==> src/keyframe_translation_sampler_unit_defines.svh <==
// Assertion macros for the keyframe translation sampler.
// Used by modules that check their own control; expects clk and rst_n in scope.
`ifndef KEYFRAME_TRANSLATION_SAMPLER_UNIT_DEFINES_SVH
`define KEYFRAME_TRANSLATION_SAMPLER_UNIT_DEFINES_SVH

// Same-cycle implication, disabled during reset.
`define KTS_ASSERT_NOW(lbl, ante, cons, msg) \
  lbl: assert property (@(posedge clk) disable iff (!rst_n) (ante) |-> (cons)) else $error(msg);

// Next-cycle implication, disabled during reset.
`define KTS_ASSERT_NEXT(lbl, ante, cons, msg) \
  lbl: assert property (@(posedge clk) disable iff (!rst_n) (ante) |=> (cons)) else $error(msg);

`endif

==> src/kts_pkg.sv <==
// Shared types, constants and arithmetic helpers of the keyframe translation sampler.
// No dependencies; used by every module of the block but kts_ram.
package kts_pkg;

  localparam int KEYS_PER_TRACK_DEF = 256;
  localparam int FRAME_W = 22;
  localparam int POS_W   = 32;
  localparam int TIME_W  = 31;
  localparam int DUR_W   = 27;
  localparam int MS_W    = 28;
  localparam int DIVD_W  = 64;
  localparam int NAXES   = 3;
  localparam int KEY_W   = FRAME_W + NAXES * POS_W;

  typedef enum logic [1:0] {
    OP_CLEAR  = 2'd0,
    OP_APPEND = 2'd1,
    OP_SAMPLE = 2'd2,
    OP_NOP    = 2'd3
  } op_t;

  typedef struct packed {
    op_t                           op;
    logic                          track;
    logic [FRAME_W-1:0]            frame;
    logic [NAXES-1:0][POS_W-1:0]   v;
    logic [TIME_W-1:0]             time_ms;
  } item_t;

  typedef struct packed {
    logic [FRAME_W-1:0]            frame;
    logic [NAXES-1:0][POS_W-1:0]   v;
  } key_t;

  typedef struct packed {
    logic              start;
    logic [DIVD_W-1:0] dividend;
    logic [MS_W-1:0]   divisor;
  } div_req_t;

  typedef struct packed {
    logic              busy;
    logic              done;
    logic [DIVD_W-1:0] quo;
    logic [MS_W-1:0]   rem;
  } div_rsp_t;

  typedef enum logic [4:0] {
    S_IDLE, S_APP, S_MOD, S_MOD_WAIT, S_TRK, S_KEY0, S_RD, S_EV,
    S_PREP_NUM, S_PREP_DEN, S_AX, S_ABS, S_DGO, S_DWAIT, S_ACC,
    S_NEXT, S_SCALE, S_DONE
  } bk_state_t;

  // floor(f * 1000 / 30) = floor(f * 100 / 3); divide by 3 via reciprocal.
  function automatic logic [MS_W-1:0] ms_of(input logic [FRAME_W-1:0] f);
    logic [28:0] x;
    logic [60:0] p;
    x = {7'b0, f} * 29'd100;
    p = {32'b0, x} * 61'h0AAAAAAAB;
    return p[60:33];
  endfunction

  // Clamp to +-2^40, times 232, divide by 65536 toward zero, saturate to 32 bits.
  function automatic logic signed [POS_W-1:0] scale_out(input logic signed [63:0] s);
    logic signed [50:0] c;
    logic signed [50:0] r;
    logic signed [50:0] q;
    logic signed [POS_W-1:0] res;
    if (s > 64'sh100_0000_0000) begin
      c = 51'sh100_0000_0000;
    end else if (s < -64'sh100_0000_0000) begin
      c = -51'sh100_0000_0000;
    end else begin
      c = s[50:0];
    end
    r = (c <<< 8) - (c <<< 4) - (c <<< 3);
    q = r[50] ? ((r + 51'sd65535) >>> 16) : (r >>> 16);
    if (q > 51'sd2147483647) begin
      res = 32'sh7FFF_FFFF;
    end else if (q < -51'sd2147483648) begin
      res = 32'sh8000_0000;
    end else begin
      res = q[31:0];
    end
    return res;
  endfunction

endpackage

==> src/kts_front.sv <==
// Front end: accepts input items, decodes the command and queues them.
// Depends on kts_pkg for the queued item type.
module kts_front (
  input  logic                       clk,
  input  logic                       rst_n,
  input  logic                       in_valid,
  output logic                       in_ready,
  input  logic [1:0]                 in_cmd,
  input  logic                       in_track,
  input  logic [kts_pkg::FRAME_W-1:0] in_key_frame,
  input  logic signed [31:0]         in_key_x,
  input  logic signed [31:0]         in_key_y,
  input  logic signed [31:0]         in_key_z,
  input  logic [kts_pkg::TIME_W-1:0] in_time_ms,
  output logic                       q_valid,
  input  logic                       q_ready,
  output kts_pkg::item_t             q_item
);

  kts_pkg::item_t q_r [2];
  kts_pkg::item_t item_c;
  logic           wr_ptr_r, rd_ptr_r;
  logic [1:0]     cnt_r;
  logic           push, pop;

  always_comb begin
    case (in_cmd)
      kts_pkg::OP_CLEAR:  item_c.op = kts_pkg::OP_CLEAR;
      kts_pkg::OP_APPEND: item_c.op = kts_pkg::OP_APPEND;
      kts_pkg::OP_SAMPLE: item_c.op = kts_pkg::OP_SAMPLE;
      default:            item_c.op = kts_pkg::OP_NOP;
    endcase
    item_c.track   = in_track;
    item_c.frame   = in_key_frame;
    item_c.v       = {in_key_z, in_key_y, in_key_x};
    item_c.time_ms = in_time_ms;
  end

  assign in_ready = (cnt_r != 2'd2);
  assign q_valid  = (cnt_r != 2'd0);
  assign q_item   = q_r[rd_ptr_r];
  assign push     = in_valid && in_ready;
  assign pop      = q_valid && q_ready;

  always_ff @(posedge clk) begin
    if (!rst_n) begin
      wr_ptr_r <= 1'b0;
      rd_ptr_r <= 1'b0;
      cnt_r    <= 2'd0;
    end else begin
      if (push) wr_ptr_r <= ~wr_ptr_r;
      if (pop)  rd_ptr_r <= ~rd_ptr_r;
      cnt_r <= cnt_r + {1'b0, push} - {1'b0, pop};
    end
  end

  always_ff @(posedge clk) begin
    if (push) begin
      q_r[wr_ptr_r] <= item_c;
    end
  end

endmodule

==> config.mk <==
export PLATFORM = sky130hd
export DESIGN_NAME = kts_front
export DESIGN_NICKNAME = d
export VERILOG_FILES = /design/src/keyframe_translation_sampler_unit_defines.svh /design/src/kts_pkg.sv /design/src/kts_front.sv
export SDC_FILE = /design/constraint.sdc
export NUM_CORES = 1
export LEC_CHECK = 0
export ABC_AREA = 1
export BUFFER_PORTS_ARGS = -buffer_cell sky130_fd_sc_hd__buf_2
export CAP_MARGIN = 0
export CORE_ASPECT_RATIO = 1.25
export CORE_UTILIZATION = 52
export CTS_BUF_LIST = sky130_fd_sc_hd__clkbuf_8 sky130_fd_sc_hd__clkbuf_16
export DETAILED_ROUTE_END_ITERATION = 16
export GPL_TIMING_DRIVEN = 0
export MAX_ROUTING_LAYER = met4
export PLACE_DENSITY = 0.79
export SYNTH_ARGS = -nofsm -noshare
export SYNTH_HDL_FRONTEND = slang
export SYNTH_SLANG_ARGS = --single-unit
==> constraint.sdc <==
create_clock -name clk -period 9.5 [get_ports clk]
set_input_delay 0.95 -clock clk [delete_from_list [all_inputs] [get_ports clk]]
set_output_delay 0.95 -clock clk [all_outputs]
set_load 0.01 [all_outputs]
==> flow_metrics.py, run 1 <==
metrics = {
    "floorplanning": {
        "dieArea_um2": 22800,
        "initial_core_util": 0.534,
        "die_w_um": 135,
        "coreArea_um2": 21600,
        "num_rows": 60,
        "dieHeight_um": 169,
        "io_pins": 310,
    },
    "synthesis": {
        "synth_fp_nets": 670,
        "yosys.area_share.simple": 0.00683,
        "synthMuxAreaShare": 0.174,
        "synthAdderAreaFrac": 0.00217,
        "synth_top_cell_by_area": "edfxtp_1",
        "synth_top_family_by_area": "multiplexers",
        "synth_edf_count": 304,
        "synth_xor_area_frac": 0,
        "synth_common_cells": "edfxtp_1, mux2_4, mux2_2, buf_6, nand2_1",
        "syn-instance-count": 512,
        "synthArstFlopShare": 0,
        "synth.most_common_cell": "edfxtp_1",
        "synth_seq_area_share": 0.800,
        "ys_warn_count": 0,
        "synth_top_area_share": 0.791,
        "synth_compound_area_frac": 0.000867,
        "ys.flop_type": "edfxtp_1",
        "avgSynthCellArea_um2": 22.5,
        "ys_top_cells_by_area": "edfxtp_1, mux2_4, mux2_2, buf_6, dfxtp_1",
        "synth_area_um2": 11500,
        "ys_types": 13,
        "synth_seq_cells": 309,
    },
    "detailed_routing": {
        "routedWlPerCell_um": 18.6,
        "drt-total-wl_mm": 21.5,
        "drtIter0Drc": 194,
        "vias": 5841,
        "drc": 0,
        "vias_per_cell": 5.04,
        "dr.pass1.iters": 4,
        "ant_nets": 0,
    },
    "sta": {
        "fin_crit_ps": 2820,
        "post-route-period-util": 0.297,
        "whs_ps": 534,
        "slew-limit-headroom": 0.648,
        "setup_slack_ps": 6680,
        "fin_setup_tns_ps": 0,
        "slew_violations": 0,
        "worstMarginPinSlew_ps": 527,
        "timing.fmax_ghz": 0.355,
        "rsz0062_at_grt": "no",
        "fin_skew_ps": 11.7,
        "setup_viol": 0,
        "hold_viol": 0,
    },
    "run_status": {
        "status": "complete, no violations",
    },
    "global_routing": {
        "grt_max_degree": 95,
        "antenna_found_initial": 6,
        "grt_pass1_vias": 6138,
        "grt.overflow.total": 0,
        "gr-usage-all-layers": 0.189,
        "grt_pass1_wl_mm": 31.6,
    },
    "critical_path": {
        "r2r_start": "cnt_r[0]",
        "path_class": "reg2out",
        "cp-end-kind": "output port",
        "crit_fanout": 10,
        "worstPathRequired_ps": 8550,
        "ff2ff_path_depth": 7,
        "start_kind": "flip-flop",
        "crit_chain": "buf_6 -> buf_6 -> buf_6 -> mux2_4 -> buf_2",
        "arrival_ps": 1870,
        "slowest_stage": "dfxtp_1",
        "reg2reg_slack_ps": 7400,
        "crit_end": "q_item[137]",
        "critPathMaxStageDelay_ps": 320,
        "cp_common_cell": "buf_6",
        "rr_endpoint": "q_r[0][83]",
    },
    "placed_design": {
        "pre_cts_slack_ps": 6890,
        "dp_hpwl_mm": 14.9,
        "port_buffers": 307,
        "gp_congestion": 0.764,
    },
    "layout": {
        "syn_to_final_growth_pct": 25.5,
        "fin_util": 0.670,
        "nets": 1013,
        "drive_gt1_frac": 0.593,
        "fillers": 1467,
    },
    "clock_network": {
        "cts.path.max_buffers": 3,
        "htree_levels": 1,
        "holdBufCountCts": 0,
        "cts_buffers": 28,
        "cts_sinks": 309,
        "post_cts_resize_count": 0,
        "cts_tree": "yes",
        "insertion_delay_ps": 520,
        "post-cts-setup-buffer-count": 0,
        "clk_pin_slew_ps": 60,
        "root_buffer": "clkbuf_16",
    },
    "worst_hold_path": {
        "hp-class": "reg2reg",
    },
    "power": {
        "leakagePower_nw": 5.64,
        "p_sw_w": 0.000985,
        "pwr_density_cell_nw_per_um2": 265,
        "p_seq_frac": 0.462,
        "irDropWorstVdd_mv": 0.204,
        "power_frac_comb": 0.254,
        "p_int_w": 0.00286,
        "switching_share": 0.256,
        "pwr-share-clk": 0.284,
        "p_total_w": 0.00384,
    },
    "run": {
        "drv_cap": 0,
    },
}
[cell type report]
type / count / area, um2 / share of cell area
clock buffer: 29 / 726 / 0.0501
antenna: 6 / 15.0 / 0.00104
buffer: 19 / 155 / 0.0107
clock inverter: 19 / 178 / 0.0123
inverter: 8 / 37.5 / 0.00259
timing repair buffer: 313 / 1660 / 0.115
multi-input combinational: 176 / 2130 / 0.147
sequential: 309 / 9230 / 0.637
tap: 279 / 349 / 0.0241
[metal layers]
| metal | wire length (um) | up-vias | track usage |
|---|---|---|---|
| li1 | - | 2716 | - |
| met1 | 7700 | 2859 | 0.204 |
| met2 | 11500 | 230 | 0.338 |
| met3 | 1710 | 36 | 0.0443 |
| met4 | 598 | 0 | 0.0679 |
| met5 | 0 | - | - |
[power groups by stage]
| stage | Clock, W | Sequential (W) | Combinational (W) |
|---|---|---|---|
| 2_1_floorplan | 0 | 0.00183 | 0.000618 |
| 3_3_place_gp | 0 | 0.00186 | 0.000944 |
| 3_5_place_dp | 0 | 0.00180 | 0.000990 |
| 4_1_cts | 0.00112 | 0.00177 | 0.000996 |
| 5_1_grt | 0.00117 | 0.00179 | 0.00105 |
| 6_report | 0.00109 | 0.00177 | 0.000977 |
[sequential cells by signal, indices dropped and copies added, names as in the netlist, named ones only]
signal,flops
cnt_r,2
q_r,304
rd_ptr_r,1
wr_ptr_r,1
[cell usage in the layout, fill, tap and decap left out, types with 3 or more instances in the layout]
cell type,n
buf_6,10
nor2_1,7
buf_12,5
edfxtp_1,304
nand3_1,3
inv_1,13
mux2_4,80
dfxtp_1,5
buf_2,314
clkbuf_16,29
clkinv_1,8
diode_2,6
nand2_1,9
mux2_2,72
bufinv_16,4
[worst min path at each step]
stage | startpoint | endpoint | slack (ps) | depth (start not counted)
after floorplan | rd_ptr_r | flip-flop | 470 | 2
after global placement | rd_ptr_r | rd_ptr_r | 480 | 2
after detailed placement | rd_ptr_r | flip-flop | 500 | 2
after CTS | rd_ptr_r | rd_ptr_r | 520 | 2
after global routing | rd_ptr_r | rd_ptr_r | 550 | 2
final | rd_ptr_r | rd_ptr_r | 530 | 2
[worst max-delay path: cells and delay by family (launching register included)]
kind | cells | cell delay (ps)
buffers and inverters | 4 | 700
flip-flops | 1 | 320
multiplexers | 1 | 320
[kinds of logic (layout without fill, tap and decap cells)]
kind of cell             Yosys count  count (layout)
multiplexers                     152             152
adder cells (fa/ha/maj)            2               2
buffers and inverters             27             388
AO/OA/AOI/OAI                      2               2
other                              0               6
AND/OR/NAND/NOR                   20              20
flip-flops                       309             309
[metrics by stage]
stage                     area (um2)  std cells
after floorplan                11500        512
after global placement         13400       1098
after detailed placement       13600       1104
after CTS                      14500       1152
after global routing           14500       1158
final                          14500       1158
No activity file was read; power rests on OpenSTA's default activity.
==> run 2: changes to the inputs <==
--- a/config.mk
+++ b/config.mk
@@ -9,12 +9,12 @@
 export BUFFER_PORTS_ARGS = -buffer_cell sky130_fd_sc_hd__buf_2
 export CAP_MARGIN = 0
 export CORE_ASPECT_RATIO = 1.25
-export CORE_UTILIZATION = 52
+export CORE_UTILIZATION = 47
 export CTS_BUF_LIST = sky130_fd_sc_hd__clkbuf_8 sky130_fd_sc_hd__clkbuf_16
 export DETAILED_ROUTE_END_ITERATION = 16
 export GPL_TIMING_DRIVEN = 0
 export MAX_ROUTING_LAYER = met4
-export PLACE_DENSITY = 0.79
+export PLACE_DENSITY = 0.75
 export SYNTH_ARGS = -nofsm -noshare
 export SYNTH_HDL_FRONTEND = slang
 export SYNTH_SLANG_ARGS = --single-unit
==> constraint.sdc (replaced) <==
create_clock -name clk -period 2.4 [get_ports clk]
set_input_delay 0.24 -clock clk [delete_from_list [all_inputs] [get_ports clk]]
set_output_delay 0.24 -clock clk [all_outputs]
set_load 0.01 [all_outputs]
==> run 2 against run 1 <==
Net effect: sequential power grew to 4.0 times the previous value; total power grew to 4.1 times the previous value; critical endpoint is now q_item[94]; combinational power grew to 4.2 times the previous value; clock power grew to 4.0 times the previous value; largest cell class unchanged; register-to-register slack worse by 7000 ps; routed wire length is 12% higher.
==> flow_metrics.py, run 2 (synthesis results as in run 1) <==
metrics = {
    "run_status": {
        "status": "complete, no violations",
    },
    "layout": {
        "fillers": 1584,
        "syn_to_final_growth_pct": 40.0,
        "final_common_cell": "buf_2",
        "reg.largest.list": "q_r x304, cnt_r x2",
        "final_area_um2": 16200,
        "regMostFlops": "q_r",
        "drive_gt1_frac": 0.515,
        "largest_reg_flops": 304,
        "final_cell_mix": "buf_2, edfxtp_1, dlygate4sd3_1",
        "nets": 1171,
        "final_cells": 1361,
        "fin_util": 0.677,
    },
    "clock_network": {
        "htree_levels": 1,
        "cts_buffers": 30,
        "cts_tree": "yes",
        "root_buffer": "clkbuf_16",
        "insertion_delay_ps": 540,
        "post-cts-setup-buffer-count": 0,
        "cts_sinks": 309,
        "clk_pin_slew_ps": 60,
        "cts.path.max_buffers": 3,
        "holdBufCountCts": 153,
        "post_cts_resize_count": 0,
    },
    "floorplanning": {
        "initial_core_util": 0.483,
        "dieHeight_um": 177,
        "die_w_um": 142,
        "io_pins": 310,
        "num_rows": 63,
        "coreArea_um2": 23900,
        "dieArea_um2": 25200,
    },
    "sta": {
        "hold_viol": 0,
        "slew-limit-headroom": 0.525,
        "whs_ps": 23.5,
        "timing.fmax_ghz": 0.475,
        "post-route-period-util": 0.877,
        "worstMarginPinSlew_ps": 711,
        "fin_skew_ps": 8.23,
        "rsz0062_at_grt": "no",
        "slew_violations": 0,
        "fin_crit_ps": 2110,
        "setup_viol": 0,
    },
    "placed_design": {
        "post_dp_cell_area_um2": 13700,
        "port_buffers": 307,
        "dp_hpwl_mm": 15.1,
        "placedCellCount": 1153,
        "gp_congestion": 0.716,
    },
    "power": {
        "p_seq_frac": 0.451,
        "pwr-share-clk": 0.282,
        "power_frac_comb": 0.266,
        "leakagePower_nw": 6.31,
        "irDropWorstVdd_mv": 0.773,
        "pwr_density_cell_nw_per_um2": 964,
        "switching_share": 0.265,
        "p_sw_w": 0.00413,
        "p_int_w": 0.0115,
    },
    "detailed_routing": {
        "vias_per_cell": 4.78,
        "drc": 0,
        "routedWlPerCell_um": 17.8,
        "dr.pass1.iters": 4,
        "drt-total-wl_mm": 24.2,
        "ant_nets": 0,
        "drtIter0Drc": 235,
        "vias": 6499,
    },
    "critical_path": {
        "crit_fanout": 10,
        "slowest_stage": "dfxtp_1",
        "start_kind": "flip-flop",
        "path_class": "reg2out",
        "cp-end-kind": "output port",
        "r2r_start": "cnt_r[0]",
        "worst-path-buf-inv": 4,
        "rr_endpoint": "q_r[1][113]",
        "worstPathRequired_ps": 2160,
        "crit_chain": "buf_6 -> buf_6 -> buf_6 -> mux2_4 -> buf_2",
        "critPathMaxStageDelay_ps": 320,
        "reg2reg_slack_ps": 370,
        "ff2ff_path_depth": 7,
        "arrival_ps": 1870,
        "cp_common_cell": "buf_6",
        "critPathTopFamily": "buffers and inverters",
    },
    "global_routing": {
        "antenna_found_initial": 2,
        "grt_pass1_vias": 7095,
        "gr-usage-all-layers": 0.193,
        "grt_pass1_wl_mm": 35.7,
        "grt.overflow.total": 0,
        "grt_max_degree": 39,
    },
    "worst_hold_path": {
        "hp-class": "in2reg",
        "min_from": "in_valid",
        "min_to": "wr_ptr_r",
        "hold_depth": 3,
    },
    "run": {
        "drv_cap": 0,
    },
}
## run 2: cell count changes in the layout (fill, tap and decap cells not counted), sizes merged
cell / delta
buf: +3
bufinv: -2
clkinvlp: +2
clkinv: +4
inv: -1
dlygate4sd3: +153
diode: -4
clkbuf: +2
## run 2: power by group through the flow
| stage | sequential, W | combinational, W | clock, W |
|---|---|---|---|
| floorplan | 0.00715 | 0.00247 | 0 |
| global placement | 0.00721 | 0.00377 | 0 |
| detailed placement | 0.00714 | 0.00397 | 0 |
| CTS | 0.00703 | 0.00418 | 0.00452 |
| global route | 0.00709 | 0.00446 | 0.00470 |
| finish | 0.00703 | 0.00415 | 0.00440 |
## run 2: worst register-to-register path, delay by kind of cell, from the launching register on
kind	cells	cell delay, ps
flip-flops	1	340
AND/OR/NAND/NOR	2	180
buffers and inverters	5	1170
## run 2: worst max path at each step
| stage | from | end | slack (ps) | depth (start not counted) |
|---|---|---|---|---|
| floorplan | cnt_r[0] | q_r[0][0] | -800 | 4 |
| global placement | cnt_r[0] | q_r[1][119] | -2160 | 4 |
| detailed placement | cnt_r[0] | q_r[1][119] | 340 | 7 |
| CTS | flip-flop | q_item[91] | 240 | 5 |
| global route | flip-flop | q_item[124] | 180 | 5 |
| finish | flip-flop | q_item[94] | 290 | 5 |
## run 2: layer usage
layer	up-vias	share of wire	global-route usage
met5	-	0	-
met4	0	0.036	0.0748
met3	57	0.066	0.0444
met2	249	0.55	0.362
met1	3169	0.35	0.189
li1	3024	-	-
## run 2: cell type report
type / instances / area, um2 / area share
Inverter: 8 / 33.8 / 0.00209
Sequential cell: 309 / 9230 / 0.571
Buffer: 19 / 155 / 0.00960
Timing Repair Buffer: 469 / 3250 / 0.201
Clock buffer: 31 / 776 / 0.0480
Clock inverter: 22 / 150 / 0.00929
Multi-Input combinational cell: 176 / 2150 / 0.133
Tap cell: 325 / 407 / 0.0252
Antenna cell: 2 / 5.00 / 0.000310
## run 2: metrics by stage
step                setup TNS (ps)  power (W)  setup WS, ps
floorplan                  -240720    0.00961          -800
global placement           -635180     0.0110         -2160
detailed placement               0     0.0111           337
CTS                              0     0.0157           236
global route                     0     0.0162           176
finish                           0     0.0156           294
